==> config.mk <==
export PLATFORM = sky130hd
export DESIGN_NAME = bti_front
export DESIGN_NICKNAME = d
export VERILOG_FILES = /design/src/sv/bti_pkg.sv /design/src/sv/bti_front.sv
export VERILOG_INCLUDE_DIRS = /design/src /design/src/sv
export SDC_FILE = /design/constraint.sdc
export NUM_CORES = 1
export LEC_CHECK = 0
export ABC_CLOCK_PERIOD_IN_PS = 7970
export BUFFER_PORTS_ARGS = -buffer_cell sky130_fd_sc_hd__buf_2
export CORE_ASPECT_RATIO = 1.5
export CORE_MARGIN = 2
export CORE_UTILIZATION = 55
export DETAILED_ROUTE_END_ITERATION = 8
export PLACE_DENSITY = 0.83
export SLEW_MARGIN = 20
export SYNTH_ARGS = -nofsm -noshare
export SYNTH_HDL_FRONTEND = slang
export SYNTH_SLANG_ARGS = --single-unit
export TNS_END_PERCENT = 100
==> constraint.sdc <==
create_clock -name clk -period 7.97 [get_ports clk]
set_input_delay 0.3985 -clock clk [delete_from_list [all_inputs] [get_ports clk]]
set_output_delay 0.3985 -clock clk [all_outputs]
set_load 0.005 [all_outputs]
==> src/sv/assert_macros.svh <==
// ----------------------------------------------------------------------------
// Assertion macros
// Shared concurrent assertion wrappers; empty under synthesis.
// ----------------------------------------------------------------------------
`ifndef ASSERT_MACROS_SVH
`define ASSERT_MACROS_SVH

`ifndef SYNTHESIS
`define BTI_ASSERT(lbl, clk, rstn, prop) \
	lbl: assert property (@(posedge clk) disable iff (!rstn) (prop)) \
		else $error("assertion failed");
`define BTI_ASSERT_NEXT(lbl, clk, rstn, pre, post) \
	lbl: assert property (@(posedge clk) disable iff (!rstn) (pre) |=> (post)) \
		else $error("assertion failed");
`else
`define BTI_ASSERT(lbl, clk, rstn, prop)
`define BTI_ASSERT_NEXT(lbl, clk, rstn, pre, post)
`endif

`endif

==> src/sv/bti_pkg.sv <==
// ----------------------------------------------------------------------------
// bti_pkg
// Types and constants of the bilinear table interpolator.
// ----------------------------------------------------------------------------
package bti_pkg;

	localparam int MAX_ROWS_DEF    = 64;
	localparam int MAX_COLUMNS_DEF = 64;
	localparam int QUEUE_DEPTH     = 4;
	localparam int DIV_NW          = 64;
	localparam int DIV_DW          = 31;

	localparam logic CMD_WRITE = 1'b0;
	localparam logic CMD_QUERY = 1'b1;

	localparam logic [2:0] REG_ORIGIN_D = 3'd0;
	localparam logic [2:0] REG_STEP_D   = 3'd1;
	localparam logic [2:0] REG_ROWS     = 3'd2;
	localparam logic [2:0] REG_ORIGIN_T = 3'd3;
	localparam logic [2:0] REG_STEP_T   = 3'd4;
	localparam logic [2:0] REG_COLS     = 3'd5;

	typedef struct packed {
		logic signed [31:0] origin_distance;
		logic        [30:0] step_distance;
		logic        [6:0]  rows_used;
		logic signed [31:0] origin_temperature;
		logic        [30:0] step_temperature;
		logic        [6:0]  columns_used;
	} cfg_t;

	typedef struct packed {
		logic               cmd;
		logic        [5:0]  row_index;
		logic        [5:0]  column_index;
		logic signed [31:0] entry_value;
		logic signed [32:0] off_d;
		logic signed [32:0] off_t;
	} item_t;

	typedef enum logic [3:0] {
		S_IDLE,
		S_DVD_GO,
		S_DVD_WAIT,
		S_DVT_GO,
		S_DVT_WAIT,
		S_READ,
		S_MUL,
		S_BL_GO,
		S_BL_WAIT,
		S_OUT
	} state_t;

endpackage

==> src/sv/bti_front.sv <==
// ----------------------------------------------------------------------------
// bti_front
// Accepts words, forms axis offsets and queues them for the back end.
// ----------------------------------------------------------------------------
`include "assert_macros.svh"

module bti_front #(
	parameter int DEPTH = bti_pkg::QUEUE_DEPTH
) (
	input  logic                clk,
	input  logic                arst_n,
	input  bti_pkg::cfg_t       cfg,
	input  logic                push,
	output logic                full,
	input  logic                cmd,
	input  logic [5:0]          row_index,
	input  logic [5:0]          column_index,
	input  logic signed [31:0]  entry_value,
	input  logic signed [31:0]  query_distance,
	input  logic signed [31:0]  query_temperature,
	output bti_pkg::item_t      q_item,
	output logic                q_valid,
	input  logic                q_pop
);

	localparam int PW = $clog2(DEPTH);
	localparam int CW = $clog2(DEPTH + 1);

	bti_pkg::item_t mem_q [DEPTH];
	bti_pkg::item_t item_in;
	logic [PW-1:0]  wr_ptr_q;
	logic [PW-1:0]  rd_ptr_q;
	logic [CW-1:0]  cnt_q;
	logic           wr_en;
	logic           rd_en;

	always_comb begin
		item_in.cmd          = cmd;
		item_in.row_index    = row_index;
		item_in.column_index = column_index;
		item_in.entry_value  = entry_value;
		item_in.off_d        = 33'(query_distance) - 33'(cfg.origin_distance);
		item_in.off_t        = 33'(query_temperature) - 33'(cfg.origin_temperature);
	end

	assign full    = (cnt_q == CW'(DEPTH));
	assign q_valid = (cnt_q != '0);
	assign q_item  = mem_q[rd_ptr_q];
	assign wr_en   = push && !full;
	assign rd_en   = q_pop && q_valid;

	always_ff @(posedge clk) begin
		if (wr_en) begin
			mem_q[wr_ptr_q] <= item_in;
		end
	end

	always_ff @(posedge clk or negedge arst_n) begin
		if (!arst_n) begin
			wr_ptr_q <= '0;
			rd_ptr_q <= '0;
			cnt_q    <= '0;
		end else begin
			if (wr_en) begin
				wr_ptr_q <= (wr_ptr_q == PW'(DEPTH - 1)) ? '0 : wr_ptr_q + 1'b1;
			end
			if (rd_en) begin
				rd_ptr_q <= (rd_ptr_q == PW'(DEPTH - 1)) ? '0 : rd_ptr_q + 1'b1;
			end
			if (wr_en && !rd_en) begin
				cnt_q <= cnt_q + 1'b1;
			end else if (rd_en && !wr_en) begin
				cnt_q <= cnt_q - 1'b1;
			end
		end
	end

	`BTI_ASSERT(a_cnt_bound, clk, arst_n, cnt_q <= CW'(DEPTH))
	`BTI_ASSERT_NEXT(a_push_counts, clk, arst_n, wr_en && !rd_en, cnt_q != '0)

endmodule

* Word-level counts from Yosys, hierarchy flattened
Memories as Yosys holds them, arrays and structs flattened. Cells that the tools add are included.
Operators by class: multiplexer cells 6, reductions and logical operators 9, equality and inequality tests 3, add/sub/neg operators 6
Operators with widths (count):
- 32-bit by 32-bit subtractor with 33-bit output | 2
- 3-bit 2-to-1 mux | 2
- 2-bit by 1-bit adder with 2-bit output (second input constant) | 2
- 2-bit equality test (second input constant) | 2
- 1-bit logical AND | 4
- 2-bit 2-to-1 mux | 2
- 3-bit by 1-bit adder with 3-bit output (second input constant) | 1
- 3-bit equality test (second input constant) | 1
- 1-bit zero test | 3
- 3-bit nonzero test | 1
- 3-bit by 1-bit subtractor with 3-bit output (second input constant) | 1
- 1-bit 2-to-1 mux | 2
- 2-bit nonzero test | 1
Storage, ports and cells: output and inout port bits 113, bits in registers 7, memories 1, logic and storage cells 28, memory bits (writable) 444, input port bits 253
Memory list:
- mem_q | depth 4, bits a word 111, rd ports 1, clocked after memory_dff 0, wr ports 1, RTL line bti_front.sv:29 | bti_pkg::item_t mem_q [DEPTH];

* Depth between registers and ports, before layout
depth after elaboration 7, depth in mapped cells 10, depth with buffers taken out 10

* Worst setup path before layout
No wires, ideal clock.
kind register to register, from register cnt_q[2], to memory mem_q[0][0] (netlist bit), enable pin, period minus slack after synthesis 3.942 ns, slack 4.028 ns, cell stages (with the launch flop) 5, arrival 3.460 ns, required time 7.487 ns, path buffers 1, setup time 0.483 ns, cells stage by stage dfrtp_1 -> nor3b_1 -> nor2b_1 -> clkbuf_1 -> and2_1
On the way: longest elaborated chain between the ends 5
Ends and longest elaborated chain:
- start, declared | RTL line bti_front.sv:33 | logic [CW-1:0] cnt_q;
- start signal, assigned | RTL line bti_front.sv:71 | cnt_q <= cnt_q + 1'b1;
- start signal, assigned | RTL line bti_front.sv:73 | cnt_q <= cnt_q - 1'b1;
- 3-bit equality test | RTL line bti_front.sv:46 | assign full = (cnt_q == CW'(DEPTH));
- net full | RTL line bti_front.sv:14 | output logic full,
- 1-bit zero test | RTL line bti_front.sv:49 | assign wr_en = push && !full;
- 1-bit logical AND | RTL line bti_front.sv:49
- net wr_en | RTL line bti_front.sv:34 | logic wr_en;
- 1-bit 2-to-1 mux | RTL line bti_front.sv:53 | if (wr_en) begin
- 1-bit 2-to-1 mux (not written as such) | RTL line bti_front.sv:54 | mem_q[wr_ptr_q] <= item_in;
- end, declared | RTL line bti_front.sv:29
The timed path passes the listed nets, and every way through them passes these cells.

==> metrics.yaml <==
nets: 1820
synthAdderAreaFrac_pct: 4.65
final-seq-area_um2: 13500
period_share_pct: 43.0
fillerInstances: 2579
slowest_delay_ps: 950
antenna_found_initial: 18
synth-simple-area-share_pct: 4.39
synth_xor_area_share_pct: 2.57
stdcell_count: 2010
post_drt_wl_per_cell_um: 21.3
critPathArrivalTime_ps: 3030
wl_um: 42700
switching_power_mw: 2.19
slew_viol_final: 0
cts_tree: "yes"
whs_ps: 77.6
synth-compound-area-share_pct: 6.16
cts_resized: 0
synth_most_common_cell: "edfxtp_1"
insertion_delay_ps: 530
port-buffer-count: 289
grt_max_degree: 75
drive_above_1_share_pct: 32.0
start_kind: "register"
ctsHoldBuffers: 1
cp.depth: 3
setup-violations-final: 0
combinationalPowerShare_pct: 29.3
hold_depth: 1
vias: 11661
setup_ws_ps: 4540
crit_fanout: 59
slew_headroom_pct: 35.6
grt-ovfl-total: 0
dp.cells: 1926
yosys-top-cells-count: "edfxtp_1 (444), mux4_2 (111), inv_1 (82), ha_1 (70), a21oi_1 (57)"
die_w_um: 160
grt_pass1_wl_um: 64900
tightest_slew_ps: 966
dr.pass1.iters: 5
synthArstFlopShare_pct: 1.55
hold_class: "in2reg"
cts_setup_buffers: 0
io_pins: 366
synth_area_leaders: "edfxtp_1 (66%), mux4_2 (12%), ha_1 (4.3%)"
critical_path_buf_inv_count: 2
clockRootBuffer: "clkbuf_16"
ant_nets: 0
fin_skew_ps: 16.1
synthMuxAreaShare_pct: 12.6
first_global_vias: 12177
cts_max_path_buffers: 3
hold_violations: 0
cts.sinks: 451
synth-edff-count: 444
powerDensity_nw_per_um2: 324
leakagePower_nw: 8.70
drc: 0
sequentialPowerShare_pct: 45.1
netlist_instances: 1201
rsz0062_at_grt: "no"
cts_buffers: 41
fin_setup_tns_ps: 0
path_class: "reg2out"
min_period_ps: 3430
p_clk_share_pct: 25.6
dp_slack_ps: 4790
synth_top_area_share_pct: 66.2
core_um2: 35900
htreeDepth: 2
mappedNetlistArea_um2: 20100
ys_seq_area_share_pct: 67.1
dp_hpwl_um: 28000
cts.clk_slew.worst_paths_ps: 70
yosysTopAreaCell: "edfxtp_1"
outcome: "completed"
worstRegToRegCells: 4
report.power.total_mw: 7.61
grt.total_usage_pct: 22.3
cp-end-kind: "primary output"
multi_input_comb_area_um2: 6130
die_area_um2: 38200
routabilityCongestion: 0.925
synth_top_family_by_area: "multiplexers"
avgSynthCellArea_um2: 16.8
ys_ff_latch: 451
area_delta_synth_final_pct: 16.6
crit_family: "flip-flops"
ys_warn_count: 0
dieHeight_um: 238
switching_share_pct: 28.8
crit_chain: "buf_4 -> mux4_2 -> buf_2"
synth.distinct_cells: 62
p_int_mw: 5.42
cp_slowest_cell: "dfrtp_4"
required_ps: 7570
drv_cap: 0
rows: 85
synth_top_flop_cell: "edfxtp_1"
max-vdd-ir-drop_v: 0.000234
synth_nets: 1527
avgViaCountPerCell: 5.80
start_util_pct: 56.0
timing.fmax_ghz: 0.292
drt-initial-drc-count: 725
-- per-stage QoR --
step / util (%) / instance area [um2]
final: 65.3 / 23500
after global routing: 65.3 / 23500
after CTS: 65.1 / 23400
after detailed placement: 61.4 / 22100
after global placement: 61.3 / 22000
after floorplan: - / 20100
-- final cells by class --
| type | count | area share (%) |
|---|---|---|
| Sequential cell | 451 | 57.6 |
| Multi-Input combinational cell | 618 | 26.1 |
| Timing Repair Buffer | 300 | 6.71 |
| Clock buffer | 44 | 4.42 |
| Tap cell | 478 | 2.55 |
| Inverter | 82 | 1.31 |
| Clock inverter | 25 | 1.23 |
| Antenna cell | 12 | 0.128 |
-- metal layers --
layer / vias to the layer above / track usage [%] / part of all wire [%]
li1: 5345 / - / -
met1: 5821 / 25.4 / 37
met5: - / 0 / 0.22
met3: 109 / 4.88 / 6.1
met4: 14 / 9.99 / 3.7
met2: 372 / 40.2 / 53
-- power by group through the flow --
stage,Combinational (mW),Sequential [mW],Clock (mW)
2_1_floorplan,1.47,3.37,0
3_3_place_gp,2.19,3.45,0
3_5_place_dp,2.24,3.49,0
4_1_cts,2.25,3.45,1.98
5_1_grt,2.40,3.48,2.07
6_report,2.23,3.43,1.95
-- final timing paths --
check | start | endpoint | slack, ps
setup / recovery | rd_ptr_q[1] | q_item[65] | 4540
hold / removal | entry_value[7] | mem_q[3][73] | 80
setup reg to reg | cnt_q[2] | mem_q[0][19] | 4810
hold reg to reg | cnt_q[2] | cnt_q[2] | 520
max in group asynchronous | arst_n | rd_ptr_q[0] | 7550
min in group asynchronous | arst_n | cnt_q[2] | 240
-- flip-flops by register name, indices dropped and copies added (netlist names) --
register  cells
mem_q       444
rd_ptr_q      2
wr_ptr_q      2
cnt_q         3
-- cells by family after synthesis --
kind of cell             after synthesis
XOR/XNOR                              59
buffers and inverters                132
flip-flops                           451
adder cells (fa/ha/maj)               73
AO/OA/AOI/OAI                        191
AND/OR/NAND/NOR                      180
multiplexers                         115
-- layout by cell type (no fill, tap or decap), drive strengths merged, types with 6 or more instances in the layout --
cell type  netlist  final
o21a            13     13
bufinv           0      6
a31oi            9      9
buf             22    299
a211oi           9      9
diode            0     12
edfxtp         444    444
o21bai           6      6
nand4           15     15
nor3            17     17
a21oi           59     59
and2             9      9
inv             82     84
xor2            22     22
dfrtp            7      7
o31a             7      7
nand2           49     49
nor2b           10     10
clkbuf          28     44
clkinv           0     14
a21o            22     22
and3             8      8
ha              70     70
nor2            42     42
nand3           11     11
o21ai           35     35
xnor2           37     37
mux4           111    111
(Power assumes the default switching activity.)
